## src/hdl/cbs_pkg.sv

```systemverilog
`default_nettype none
package cbs_pkg;

    localparam int POLY_LENGTH = 2048;
    localparam int IDX_W       = 11;
    localparam int CNT_W       = (POLY_LENGTH > 2048) ? 12 : 11;
    localparam int COEF_W      = 4;
    localparam int LANES       = 4;
    localparam int GROUP_BYTES = 5;
    localparam int QUEUE_DEPTH = 2;

    localparam logic [1:0] MODE_ETA1 = 2'd0;
    localparam logic [1:0] MODE_ETA2 = 2'd1;
    localparam logic [1:0] MODE_ETA5 = 2'd2;

    typedef struct packed {
        logic                          pair;
        logic [LANES-1:0][COEF_W-1:0]  coeff;
    } cbs_job_t;

endpackage
`default_nettype wire

```

## src/hdl/cbs_front.sv

```systemverilog
`default_nettype none
module cbs_front
    import cbs_pkg::*;
(
    input  wire logic       clk,
    input  wire logic       rst_n,
    input  wire logic       cfg_valid,
    input  wire logic [1:0] cfg_data,
    input  wire logic       in_valid,
    output logic            in_ready,
    input  wire logic [7:0] in_byte,
    input  wire logic       q_full,
    output logic            q_push,
    output cbs_job_t        q_job
);

    logic [1:0]                   mode_reg;
    logic [2:0]                   group_cnt_reg;
    logic [2:0]                   group_cnt_next;
    logic [LANES-1:0][COEF_W-1:0] sums_reg;
    logic [LANES-1:0][COEF_W-1:0] sums_next;
    logic [LANES-1:0][COEF_W-1:0] sums_add;
    logic [LANES-1:0][COEF_W-1:0] eta1_coef;
    logic [1:0][COEF_W-1:0]       eta2_coef;
    logic                         take;
    logic                         group_done;

    assign in_ready   = !q_full;
    assign take       = in_valid && in_ready;
    assign group_done = (group_cnt_reg == 3'(GROUP_BYTES - 1));

    always_comb
    begin
        for (int j = 0; j < LANES; j++)
        begin
            eta1_coef[j] = {3'b0, in_byte[j]} - {3'b0, in_byte[j+4]};
            sums_add[j]  = sums_reg[j] + {3'b0, in_byte[2*j]} - {3'b0, in_byte[2*j+1]};
        end
        for (int j = 0; j < 2; j++)
        begin
            eta2_coef[j] = {3'b0, in_byte[4*j]} + {3'b0, in_byte[4*j+1]}
                         - {3'b0, in_byte[4*j+2]} - {3'b0, in_byte[4*j+3]};
        end
    end

    always_comb
    begin
        q_push         = 1'b0;
        q_job.pair     = 1'b0;
        q_job.coeff    = eta1_coef;
        sums_next      = sums_reg;
        group_cnt_next = group_cnt_reg;
        unique case (mode_reg)
            MODE_ETA1:
            begin
                q_push = take;
            end
            MODE_ETA2:
            begin
                q_push      = take;
                q_job.pair  = 1'b1;
                q_job.coeff = {{2{{COEF_W{1'b0}}}}, eta2_coef[1], eta2_coef[0]};
            end
            MODE_ETA5:
            begin
                q_job.coeff = sums_add;
                if (take)
                begin
                    if (group_done)
                    begin
                        q_push         = 1'b1;
                        sums_next      = '0;
                        group_cnt_next = '0;
                    end
                    else
                    begin
                        sums_next      = sums_add;
                        group_cnt_next = group_cnt_reg + 3'd1;
                    end
                end
            end
            default:
            begin
                q_push = 1'b0;
            end
        endcase
    end

    always_ff @(posedge clk or negedge rst_n)
    begin
        if (!rst_n)
        begin
            mode_reg      <= MODE_ETA1;
            group_cnt_reg <= '0;
            sums_reg      <= '0;
        end
        else if (cfg_valid)
        begin
            mode_reg      <= cfg_data;
            group_cnt_reg <= '0;
            sums_reg      <= '0;
        end
        else
        begin
            group_cnt_reg <= group_cnt_next;
            sums_reg      <= sums_next;
        end
    end

endmodule
`default_nettype wire

```

## src/hdl/cbs_queue.sv

```systemverilog
`default_nettype none
module cbs_queue
    import cbs_pkg::*;
(
    input  wire logic     clk,
    input  wire logic     rst_n,
    input  wire logic     push,
    input  wire cbs_job_t push_job,
    output logic          full,
    input  wire logic     pop,
    output logic          empty,
    output cbs_job_t      head_job
);

    localparam int PTR_W = $clog2(QUEUE_DEPTH);

    cbs_job_t           mem_reg [QUEUE_DEPTH];
    logic [PTR_W-1:0]   wr_ptr_reg;
    logic [PTR_W-1:0]   rd_ptr_reg;
    logic [PTR_W:0]     count_reg;
    logic               do_push;
    logic               do_pop;

    assign full     = (count_reg == (PTR_W+1)'(QUEUE_DEPTH));
    assign empty    = (count_reg == '0);
    assign head_job = mem_reg[rd_ptr_reg];
    assign do_push  = push && !full;
    assign do_pop   = pop && !empty;

    always_ff @(posedge clk)
    begin
        if (do_push)
        begin
            mem_reg[wr_ptr_reg] <= push_job;
        end
    end

    always_ff @(posedge clk or negedge rst_n)
    begin
        if (!rst_n)
        begin
            wr_ptr_reg <= '0;
            rd_ptr_reg <= '0;
            count_reg  <= '0;
        end
        else
        begin
            if (do_push)
            begin
                wr_ptr_reg <= (wr_ptr_reg == PTR_W'(QUEUE_DEPTH - 1)) ? '0 : wr_ptr_reg + 1'b1;
            end
            if (do_pop)
            begin
                rd_ptr_reg <= (rd_ptr_reg == PTR_W'(QUEUE_DEPTH - 1)) ? '0 : rd_ptr_reg + 1'b1;
            end
            if (do_push && !do_pop)
            begin
                count_reg <= count_reg + 1'b1;
            end
            else if (do_pop && !do_push)
            begin
                count_reg <= count_reg - 1'b1;
            end
        end
    end

endmodule
`default_nettype wire

```

## src/hdl/cbs_back.sv

```systemverilog
`default_nettype none
module cbs_back
    import cbs_pkg::*;
(
    input  wire logic          clk,
    input  wire logic          rst_n,
    input  wire logic          q_empty,
    input  wire cbs_job_t      q_job,
    output logic               q_pop,
    output logic               out_valid,
    input  wire logic          out_ready,
    output logic [COEF_W-1:0]  out_coef,
    output logic [IDX_W-1:0]   out_index,
    output logic               out_last_run,
    output logic               out_last_poly
);

    cbs_job_t            job_reg;
    logic                job_valid_reg;
    logic [1:0]          pos_reg;
    logic [CNT_W-1:0]    idx_reg;
    logic                valid_reg;
    logic [COEF_W-1:0]   coef_reg;
    logic [IDX_W-1:0]    index_reg;
    logic                last_run_reg;
    logic                last_poly_reg;
    logic [1:0]          last_pos;
    logic                fire;
    logic                job_done;
    logic                idx_wrap;

    assign last_pos  = job_reg.pair ? 2'd1 : 2'd3;
    assign fire      = job_valid_reg && (!valid_reg || out_ready);
    assign job_done  = fire && (pos_reg == last_pos);
    assign q_pop     = !q_empty && (!job_valid_reg || job_done);
    assign idx_wrap  = (idx_reg == CNT_W'(POLY_LENGTH - 1));

    assign out_valid     = valid_reg;
    assign out_coef      = coef_reg;
    assign out_index     = index_reg;
    assign out_last_run  = last_run_reg;
    assign out_last_poly = last_poly_reg;

    always_ff @(posedge clk)
    begin
        if (q_pop)
        begin
            job_reg <= q_job;
        end
        if (fire)
        begin
            coef_reg      <= job_reg.coeff[pos_reg];
            index_reg     <= idx_reg[IDX_W-1:0];
            last_run_reg  <= (pos_reg == last_pos);
            last_poly_reg <= idx_wrap;
        end
    end

    always_ff @(posedge clk or negedge rst_n)
    begin
        if (!rst_n)
        begin
            job_valid_reg <= 1'b0;
            pos_reg       <= '0;
            idx_reg       <= '0;
            valid_reg     <= 1'b0;
        end
        else
        begin
            if (q_pop)
            begin
                job_valid_reg <= 1'b1;
                pos_reg       <= '0;
            end
            else if (job_done)
            begin
                job_valid_reg <= 1'b0;
            end
            else if (fire)
            begin
                pos_reg <= pos_reg + 2'd1;
            end

            if (fire)
            begin
                idx_reg   <= idx_wrap ? '0 : idx_reg + 1'b1;
                valid_reg <= 1'b1;
            end
            else if (out_ready)
            begin
                valid_reg <= 1'b0;
            end
        end
    end

endmodule
`default_nettype wire

```

## src/hdl/centered_binomial_sampler.sv

```systemverilog
// Centered binomial sampler: turns random bytes on the slave stream into signed
// coefficients (-5..5) on the master stream, one coefficient per cycle at most.
// In eta 1 and eta 2 the output register is the limit: an eta 1 byte gives four
// coefficients and an eta 2 byte two. An eta 5 group of five input bytes gives
// four results. The front end takes a byte per cycle while a two-entry job
// queue has room, so bytes keep flowing while results wait. The user must write
// sample_mode through cfg_valid/cfg_data only while the block is idle; the block
// itself does not enforce this. A write clears any pending eta 5 group but keeps
// the coefficient index, which wraps at the polynomial length.
`default_nettype none
module centered_binomial_sampler
    import cbs_pkg::*;
(
    input  wire logic        clk,
    input  wire logic        rst_n,
    input  wire logic        cfg_valid,
    output logic             cfg_ready,
    input  wire logic [1:0]  cfg_data,
    input  wire logic        s_tvalid,
    output logic             s_tready,
    input  wire logic [7:0]  s_tdata,   // data_byte
    output logic             m_tvalid,
    input  wire logic        m_tready,
    output logic [15:0]      m_tdata,   // coefficient[3:0], coeff_index[14:4], zero[15]
    output logic             m_tlast,
    output logic [0:0]       m_tuser    // last_of_poly
);

    cbs_job_t              push_job;
    cbs_job_t              head_job;
    logic                  q_push;
    logic                  q_full;
    logic                  q_pop;
    logic                  q_empty;
    logic [COEF_W-1:0]     coef;
    logic [IDX_W-1:0]      index;
    logic                  last_poly;

    assign cfg_ready = 1'b1;

    cbs_front u_front (
        .clk       (clk),
        .rst_n     (rst_n),
        .cfg_valid (cfg_valid),
        .cfg_data  (cfg_data),
        .in_valid  (s_tvalid),
        .in_ready  (s_tready),
        .in_byte   (s_tdata),
        .q_full    (q_full),
        .q_push    (q_push),
        .q_job     (push_job)
    );

    cbs_queue u_queue (
        .clk      (clk),
        .rst_n    (rst_n),
        .push     (q_push),
        .push_job (push_job),
        .full     (q_full),
        .pop      (q_pop),
        .empty    (q_empty),
        .head_job (head_job)
    );

    cbs_back u_back (
        .clk           (clk),
        .rst_n         (rst_n),
        .q_empty       (q_empty),
        .q_job         (head_job),
        .q_pop         (q_pop),
        .out_valid     (m_tvalid),
        .out_ready     (m_tready),
        .out_coef      (coef),
        .out_index     (index),
        .out_last_run  (m_tlast),
        .out_last_poly (last_poly)
    );

    assign m_tdata = {1'b0, index, coef};
    assign m_tuser = last_poly;

endmodule
`default_nettype wire

```

## config.mk

```make
export PLATFORM = sky130hd
export DESIGN_NAME = centered_binomial_sampler
export DESIGN_NICKNAME = d
export VERILOG_FILES = /design/src/hdl/cbs_pkg.sv /design/src/hdl/cbs_front.sv /design/src/hdl/cbs_queue.sv /design/src/hdl/cbs_back.sv /design/src/hdl/centered_binomial_sampler.sv
export SDC_FILE = /design/constraint.sdc
export NUM_CORES = 1
export LEC_CHECK = 0
export BUFFER_PORTS_ARGS = -buffer_cell sky130_fd_sc_hd__buf_2
export CAP_MARGIN = 20
export CORE_MARGIN = 2
export CORE_UTILIZATION = 53
export DETAILED_ROUTE_END_ITERATION = 10
export GPL_TIMING_DRIVEN = 0
export PLACE_DENSITY_LB_ADDON = 0.05
export SLEW_MARGIN = 25
export SYNTH_ARGS = -nofsm -noshare
export SYNTH_HDL_FRONTEND = slang
export SYNTH_SLANG_ARGS = --single-unit
```

## constraint.sdc

```tcl
create_clock -name clk -period 7.9 [get_ports clk]
set_clock_uncertainty 0.2 [all_clocks]
set_input_delay 1.185 -clock clk [delete_from_list [all_inputs] [get_ports clk]]
set_output_delay 1.185 -clock clk [all_outputs]
set_load 0.02 [all_outputs]
```

Yosys cells after proc, flatten, opt, wreduce, memory -nomap -nowiden --
Memory sizes are Yosys's and may differ from the RTL's. A register that Yosys moved wholly into a read port is not among the register bits. Cells that the tools add are included.
Storage, ports and cells: register bits 57, word-level logic and storage cells 108, memory bits (read-only) 0, bits in latches 0, memories kept 1, bits in writable memories 34, bits of input ports 15
Memory list:
- u_queue.mem_reg | words 2, bits a word 17, read ports 1, clocked after Yosys merged registers in 1, wr ports 1, RTL line cbs_queue.sv:17 | cbs_job_t mem_reg [QUEUE_DEPTH];
Cells by class: reductions and logical operators 27, multiplexer cells 30, div/mod/pow operators 0, shift-type cells 0, equality and inequality tests 7, add/subtract/negate cells 25, magnitude comparators 1, bitwise operators 0, $mul 0
Operators by type and width (number):
- 16-bit two-way mux | 4
- 16-bit one-hot mux with 2 select lines | 1
- 4-bit by 1-bit subtractor with 4-bit output | 8
- 4-bit by 1-bit adder with 4-bit output | 4
- 2-bit two-way mux | 6
- 3-bit two-way mux | 4
- 2-bit nonzero test | 6
- 11-bit by 1-bit adder with 11-bit output (second input constant) | 1
- 11-bit equality test (second input constant) | 1
- 1-bit two-way mux | 11
- 11-bit two-way mux | 1
- 4-bit binary-select mux with 2-bit select | 1
- 1-bit logical AND | 8
- 1-bit by 1-bit subtractor with 2-bit output | 4
- 1-bit zero test | 6
- 1-bit by 1-bit adder with 2-bit output | 2
- 2-bit by 1-bit adder with 2-bit output (second input constant) | 2
- 2-bit equality test (second input constant) | 2
- 2-bit zero test | 2
- 4-bit two-way mux | 1
- 2-bit AND reduction | 2
- 3-bit by 1-bit adder with 3-bit output (second input constant) | 1
- 3-bit equality test (second input constant) | 1
- 2-bit by 3-bit < comparator with 1-bit output (second input constant) | 1
- 8 further kinds | 10

Logic depth before layout (Yosys ltp) --
Gate-level depths: netlist of run 1.
depth after elaboration 10, depth in mapped cells 9

Cells and area by module --
Synthesis of run 1 repeated with hierarchy kept, for this count alone.
Unflattened totals: cells, all modules 409, area total of the unflattened synthesis 5388.9 sq um
Modules (own cells, without submodules):
- cbs_front | times used 1, area each 2028.2 sq um, cells each 218
- cbs_back | times used 1, area each 1864.3 sq um, cells each 115
- cbs_queue | times used 1, area each 1473.9 sq um, cells each 72
- centered_binomial_sampler | times used 1, area each 22.5 sq um, cells each 4

Worst setup path after synthesis of run 1 --
No wires, ideal clock.
path kind input-to-reg, from in s_tvalid, to mem u_queue.mem_reg[0][0] (netlist bit), enable pin, path slack 4.336 ns, arrival 2.930 ns, buffers on the path 0, library setup time 0.435 ns, data required time 7.265 ns, stages 2, cells stage by stage nand2_2 -> nor4_1
On the way: longest elaborated chain between the ends 6
RTL lines:
- start: declaration | RTL line centered_binomial_sampler.sv:19 | input wire logic s_tvalid,
- 1-bit logical AND * | RTL line cbs_front.sv:29 | assign take = in_valid && in_ready;
- 1-bit two-way mux | RTL line cbs_front.sv:67 | if (take)
- 1-bit one-hot mux with 2 select lines * | RTL line cbs_front.sv:53 | unique case (mode_reg)
- 1-bit logical AND * | RTL line cbs_queue.sv:27 | assign do_push = push && !full;
- 1-bit two-way mux * | RTL line cbs_queue.sv:32 | if (do_push)
- 1-bit two-way mux (not written as such) * | RTL line cbs_queue.sv:34 | mem_reg[wr_ptr_reg] <= push_job;
- end: declaration | RTL line cbs_queue.sv:17
Mark *: on every way between the ends. The rest lies on a longest branch, timed or not.

Worst setup path in the final report of run 1 --
from in m_tready, to reg u_queue.count_reg[1]
On the way: longest elaborated chain between the ends 9
RTL lines:
- start: declaration | RTL line centered_binomial_sampler.sv:23 | input wire logic m_tready,
- 1-bit logical OR * | RTL line cbs_back.sv:33 | assign fire = job_valid_reg && (!valid_reg || out_ready);
- 1-bit logical AND * | RTL line cbs_back.sv:33
- 1-bit logical AND * | RTL line cbs_back.sv:34 | assign job_done = fire && (pos_reg == last_pos);
- 1-bit logical OR * | RTL line cbs_back.sv:35 | assign q_pop = !q_empty && (!job_valid_reg || job_done);
- 1-bit logical AND * | RTL line cbs_back.sv:35
- net q_pop | RTL line centered_binomial_sampler.sv:33 | logic q_pop;
- 1-bit logical AND * | RTL line cbs_queue.sv:28 | assign do_pop = pop && !empty;
- 1-bit zero test | RTL line cbs_queue.sv:56 | if (do_push && !do_pop)
- 1-bit logical AND | RTL line cbs_queue.sv:56
- 2-bit two-way mux / 2-bit nonzero test (equally long branches)
- end signal: assignment | RTL line cbs_queue.sv:58 | count_reg <= count_reg + 1'b1;
- end signal: assignment | RTL line cbs_queue.sv:62 | count_reg <= count_reg - 1'b1;
- end: declaration | RTL line cbs_queue.sv:20 | logic [PTR_W:0] count_reg;
The timed path passes the listed nets; every way through them passes the cells marked *. A chain may end at the register's enable or synchronous reset.

==> impl_metrics.csv, run 1 <==
group,metric,value,unit
global_route,grt_overflow_total,0,
placement,post_dp_cell_area,0.00559,sq mm
timing,finalSetupViolations,0,
worst_setup_path,worstRegToRegCells,5,
timing,tns,0,ps
synthesis,synth_top_area_share,39.0,%
synthesis,yosys_most_used_dff,"edfxtp_1",
synthesis,synth-xor-area-share,4.87,%
cts,cts_tree,"done",
worst_setup_path,endpoint_kind,"flip-flop",
worst_hold_path,hp-start,"u_back.idx_reg[10]",
worst_setup_path,cp_cell_sequence,"buf_2 -> nand2b_1 -> buf_2 -> nand3_1 -> a21oi_4 -> inv_1 -> ha_1 -> nor2_1 -> xor2_1",
synthesis,synth_top_family_by_area,"adder cells",
placement,portBuffers,32,
timing,max_freq,334,MHz
drt,viasPerCell,5.15,
drt,dr.first_iter.drc_count,108,
run_status,outcome,"completed",
pwr,p_total,1.64,mW
final_layout,design_area,0.00580,sq mm
cts,cts_resized,0,
final_layout,drive_gt1_share,24.3,%
drt,antenna_left,0,
synthesis,muxShareOfSynthArea,6.18,%
pwr,vdd_drop_max,0.112,mV
cts,postCtsHoldBufs,0,
synthesis,syn_inst,394,
timing,drv_slew,0,
final_layout,final_nets,493,
synthesis,synthTopCellsByArea,"edfxtp_1 39%, dfrtp_1 19%, ha_1 7.6%",
timing,finalCritPeriodShare,37.9,%
worst_setup_path,cp_max_fo,21,
worst_setup_path,crit_cells,9,
worst_setup_path,crit_type,"in -> reg",
floorplan,die_y,103,um
floorplan,rows,36,
pwr,p_leak,2.40,nW
final_layout,diodes,0,
final_layout,syn_to_final_growth,10.7,%
timing,worst_slew_pin_slew,764,ps
synthesis,ys_warn_count,0,
synthesis,synthSimpleGateAreaFrac,7.78,%
cts,clkSlewWorstSetupHoldPaths,100,ps
synthesis,yosys.cell_count.top_type,"edfxtp_1",
synthesis,synth_fp_nets,447,
worst_hold_path,whs_path_depth,0,
pwr,cellPowerDensity,282,mW/mm^2
job,maxCapViolations,0,
worst_setup_path,reg2reg_from,"u_front.mode_reg[1]",
drt,vias,2979,
synthesis,synth_fa_ha_area_share,9.93,%
worst_setup_path,critPathMostFrequentCell,"buf_2",
worst_setup_path,cp_data_required_time,7990,ps
cts,clk-insertion-delay-late,370,ps
global_route,grt_pass1_wl,14.4,mm
synthesis,synth_area,0.00524,sq mm
worst_hold_path,holdCritPathClass,"reg -> reg",
timing,timing.slew.headroom,49.1,%
global_route,grt_max_degree,41,
placement,place_hpwl,6.56,mm
cts,cts_setup_buffers,0,
worst_setup_path,critical_path.slowest_cell,"a21oi_4",
worst_setup_path,critPathTopFamily,"compound AO/OA/AOI/OAI gates",
synthesis,synth_compound_area_share,8.52,%
synthesis,seq_area_frac_synth,58.1,%
cts,numCtsBuffers,9,
worst_setup_path,r2r_slack,5380,ps
worst_setup_path,arrival,3090,ps
floorplan,io_pins,36,
drt,post_drt_wl_per_cell,15.1,um
drt,drtPass1Iterations,4,
timing,final-hold-violation-count,0,
synthesis,synth_top_area_cell,"edfxtp_1",
worst_setup_path,worstSetupStartpoint,"m_tready",
synthesis,async_reset_ff_share,37.0,%
worst_setup_path,path_buf_inv,3,
synthesis,ys_top_cells_by_count,"68 x edfxtp_1, 44 x inv_1, 40 x dfrtp_1, 32 x ha_1, 23 x nand2_1",
placement,place.gp.congestion,0.852,
floorplan,coreArea,0.00968,sq mm
cts,clockRootBuffer,"clkbuf_8",
timing,min_period,2990,ps
floorplan,start_util,54.1,%
synthesis,synth_area_per_cell,13.3,sq um
worst_setup_path,critPathMaxStageDelay,610,ps
drt,drt_wl_total,8.71,mm
cts,clockBufferDepth,2,
final_layout,largest_reg_flops,34,
drt,drc,0,
global_route,grt_pass1_vias,2939,
global_route,track_usage,18.1,%
floorplan,die_w,103,um
cts,cts.sinks,108,
final_layout,fillCellCount,773,
timing,rsz0062_at_grt,"no",
synthesis,synth_cell_type_count,50,
cts,cts_htree_levels,3,
worst_setup_path,cp-start-kind,"input pin",
synthesis,ys_ff_latch,108,
synthesis,synth_edf_count,68,
global_route,grt_antenna_before_repair,0,
floorplan,die_area,0.0107,sq mm
==> kinds of logic after synthesis <==
logic type                 after synthesis
DFF                                    108
and+or+nand+nor                         76
AOI/OAI and AO/OA                       62
buffers and inverters                   57
adders and majority gates               38
xor gates and xnor gates                26
muxes                                   25
other                                    2
==> through the flow <==
stage / cells / hold WS [ps] / setup slack (ps) / utilization, %
after detailed placement: 562 / 244 / 4530 / 57.7
after global routing: 578 / 280 / 4740 / 59.9
final: 578 / 261 / 4910 / 59.9
after CTS: 578 / 269 / 4900 / 59.9
after global placement: 559 / 235 / 3230 / 57.5
after floorplan: 394 / 225 / 4340 / -
==> final timing paths <==
| path | end |
|---|---|
| setup / recovery | u_queue.count_reg[1] |
| hold / removal | u_back.out_index[10] |
| setup reg to reg | u_queue.mem_reg[1][9] |
| hold reg to reg | u_back.out_index[10] |
| max in group asynchronous | u_back.idx_reg[0] |
| min in group asynchronous | u_back.idx_reg[10] |
==> metal layers <==
metal | wire [um] | track usage [%] | part of all wire, % | vias to the layer above
met3 | 260 | 3.56 | 3.0 | 10
met2 | 4280 | 30.8 | 49 | 46
met5 | 0 | 0 | 0 | -
li1 | - | - | - | 1482
met1 | 4060 | 24.0 | 47 | 1441
met4 | 113 | 4.86 | 1.3 | 0
==> cell usage in the layout (no fill, tap or decap), types with 2 or more instances in the layout <==
master,n
edfxtp_1,68
inv_1,44
buf_2,41
dfrtp_1,40
ha_1,32
nand2_1,23
mux2_2,19
xor2_1,15
nor2_1,12
a21oi_1,12
o21ai_0,12
clkbuf_8,11
xnor2_1,9
a22o_1,9
a21o_1,8
o21ai_2,7
nor3_1,7
fa_1,6
nand3_1,5
and2_1,5
buf_4,5
mux4_2,4
o31ai_1,4
nand4_1,4
inv_6,3
nand2b_1,2
a31oi_1,2
a221oi_1,2
nor3_2,2
xnor3_1,2
nor2b_1,2
and3_1,2
a311o_1,2
mux2i_1,2
conb_1,2
==> power breakdown <==
group	internal, mW	switching (mW)	leakage (nW)	total (mW)
combinational	0.201	0.271	1.14	0.472
sequential	0.763	0.0611	1.15	0.824
clock	0.155	0.186	0.109	0.341
==> final cells by class <==
type | instances | area (sq um) | share of cell area, %
plain buffers | 13 | 71.3 | 1.23
clock buffers | 12 | 176 | 3.04
clock inverters | 4 | 32.5 | 0.561
inverters | 44 | 165 | 2.85
multi-input cells | 229 | 1970 | 33.9
flip-flops and latches | 108 | 3040 | 52.4
well taps | 133 | 166 | 2.87
repair buffers | 35 | 180 | 3.10
(Power assumes the default switching activity.)
==> inputs of run 2 (changes only) <==
==> constraint.sdc (replaced) <==
create_clock -name clk -period 2.6 [get_ports clk]
set_clock_uncertainty 0.2 [all_clocks]
set_input_delay 0.39 -clock clk [delete_from_list [all_inputs] [get_ports clk]]
set_output_delay 0.39 -clock clk [all_outputs]
set_load 0.02 [all_outputs]
==> impl_metrics.csv, run 2 (same netlist as run 1, synthesis figures left out) <==
group,metric,value,unit
timing,drv_slew,0,
cts,cts.sinks,108,
drt,drtPass1Iterations,4,
worst_setup_path,crit_type,"reg -> reg",
final_layout,final_nets,495,
worst_setup_path,cp_max_fo,3,
global_route,met2_usage,31.6,%
pwr,p_total,5.05,mW
timing,worst_slew_pin_slew,585,ps
placement,place_hpwl,6.70,mm
cts,clockRootBuffer,"clkbuf_8",
drt,dr.first_iter.drc_count,77,
final_layout,syn_to_final_growth,11.6,%
placement,placed_cells,560,
timing,finalCritPeriodShare,96.6,%
worst_setup_path,cp_cell_sequence,"inv_1 -> ha_1 -> inv_1 -> ha_1 -> a21o_1 -> a21oi_1 -> xnor3_1 -> o21ai_0",
global_route,grt.met1_usage,25.3,%
pwr,comb_power_share,29.0,%
timing,finalSetupViolations,0,
pwr,cellPowerDensity,863,mW/mm^2
timing,max_freq,398,MHz
global_route,use_met3,2.82,%
global_route,grt_antenna_before_repair,0,
placement,place.gp.congestion,0.765,
worst_setup_path,endpoint_kind,"flip-flop",
cts,cts_tree,"done",
floorplan,die_area,0.0107,sq mm
pwr,p_seq_share,49.9,%
pwr,intPower,3.41,mW
worst_setup_path,arrival,2440,ps
pwr,sw_frac_of_total,32.4,%
global_route,grt_overflow_total,0,
job,maxCapViolations,0,
final_layout,layout_commonest_cell,"edfxtp_1",
cts,clkSlewWorstSetupHoldPaths,110,ps
timing,final-hold-violation-count,0,
floorplan,io_pins,36,
drt,antenna_left,0,
pwr,p_leak,2.41,nW
floorplan,die_w,103,um
pwr,switching_power,1.64,mW
cts,clockBufferDepth,2,
floorplan,rows,36,
final_layout,drive_gt1_share,24.6,%
global_route,grt_max_degree,41,
run_status,outcome,"completed",
placement,portBuffers,32,
global_route,track_usage,19.1,%
final_layout,layoutNonFillerInstCount,580,
worst_setup_path,critical_path.slowest_cell,"dfrtp_1",
global_route,grt_busiest_layer,"met2",
drt,viasPerCell,5.23,
worst_setup_path,cp_data_required_time,2520,ps
worst_hold_path,holdCritPathClass,"in -> reg",
drt,vias,3034,
floorplan,start_util,54.1,%
worst_setup_path,critPathMaxStageDelay,390,ps
final_layout,layout_common_cells,"68 x edfxtp_1, 44 x inv_1, 40 x dfrtp_1",
final_layout,diodes,0,
timing,timing.slew.headroom,61.0,%
pwr,clockPowerShare,21.0,%
final_layout,largest_reg_flops,34,
worst_setup_path,cp-start-kind,"flip-flop",
drt,drc,0,
global_route,grt_pass1_wl,15.0,mm
global_route,grt_pass1_vias,3026,
cts,numCtsBuffers,9,
cts,clk-insertion-delay-late,360,ps
timing,rsz0062_at_grt,"no",
final_layout,fillCellCount,733,
floorplan,die_y,103,um
timing,min_period,2510,ps
cts,cts_htree_levels,3,
floorplan,coreArea,0.00968,sq mm
pwr,vdd_drop_max,0.380,mV
drt,post_drt_wl_per_cell,16.0,um
drt,drt_wl_total,9.27,mm
==> run 2: cell types whose count changed in the layout (fill, tap and decap cells not counted), sizes merged <==
cell / change
clkinv: +2
dlygate4sd3: +1
clkbuf: -2
a21oi: +1
bufinv: +1
inv: -1
==> run 2: worst paths after layout <==
| check | slack, ps | to | cells after the start | from |
|---|---|---|---|---|
| setup / recovery | 90 | u_queue.mem_reg[1][15] | 8 | u_front.sums_reg[12] |
| min in group asynchronous | 340 | u_back.idx_reg[10] | 2 | rst_n |
| max in group asynchronous | 1460 | u_front.sums_reg[14] | 2 | rst_n |
| setup reg to reg | 90 | u_queue.mem_reg[1][15] | 8 | u_front.sums_reg[12] |
| hold reg to reg | 260 | u_back.out_index[10] | 0 | u_back.idx_reg[10] |
| hold / removal | 50 | u_front.mode_reg[0] | 3 | cfg_data[0] |
==> run 2: critical path: cells and delay by family, from the launching register on <==
family                     cells  cell delay (ps)
AOI/OAI and AO/OA              3              860
adders and majority gates      2              440
DFF                            1              390
xor gates and xnor gates       1              280
buffers and inverters          2              120
==> run 2: per-stage QoR <==
| step | hold slack, ps | util [%] | setup TNS, ps | instance area (sq um) | setup slack (ps) |
|---|---|---|---|---|---|
| after detailed placement | 238 | 57.8 | -963 | 5590 | -57.2 |
| final | 50.3 | 60.4 | 0 | 5850 | 87.4 |
| after floorplan | -106 | - | 0 | 5250 | 118 |
| after CTS | 29.3 | 60.0 | 0 | 5810 | 16.7 |
| after global placement | 235 | 57.5 | -10540 | 5570 | -620 |
| after global routing | 57.9 | 60.4 | 0 | 5850 | 4.09 |
==> run 2: metal layers <==
layer / up-vias / wire, um
met1: 1485 / 4320
met4: 0 / 216
met5: - / 0
met3: 14 / 223
met2: 46 / 4510
li1: 1489 / -
==> run 2: area by class of cell <==
class                           count  area [sq um]  share of cell area (%)
Tap cell                          133           166                    2.85
Sequential cell                   108          3040                    52.0
Clock buffer                       10           128                    2.18
Multi-Input combinational cell    230          1990                    34.1
Clock inverter                      6          81.3                    1.39
Inverter                           44           165                    2.82
Timing Repair Buffer               36           199                    3.40
Buffer                             13          71.3                    1.22
==> run 2: timing repair <==
item                                   CTS  global route
setup endpoints to repair               17             9
endpoints found under the hold margin   10             0
resized for setup                        1             1
hold buffers                             1             0
buffers inserted                         0             2
gates cloned                             0             1
pin swaps                                0             1
==> run 2: power by group through the flow <==
stage	combinational, mW	sequential (mW)	clock, mW
final	1.46	2.52	1.06
after global routing	1.63	2.57	1.15
after CTS	1.46	2.52	1.09
after detailed placement	1.45	2.56	0
after global placement	1.41	2.54	0
after floorplan	0.978	2.61	0
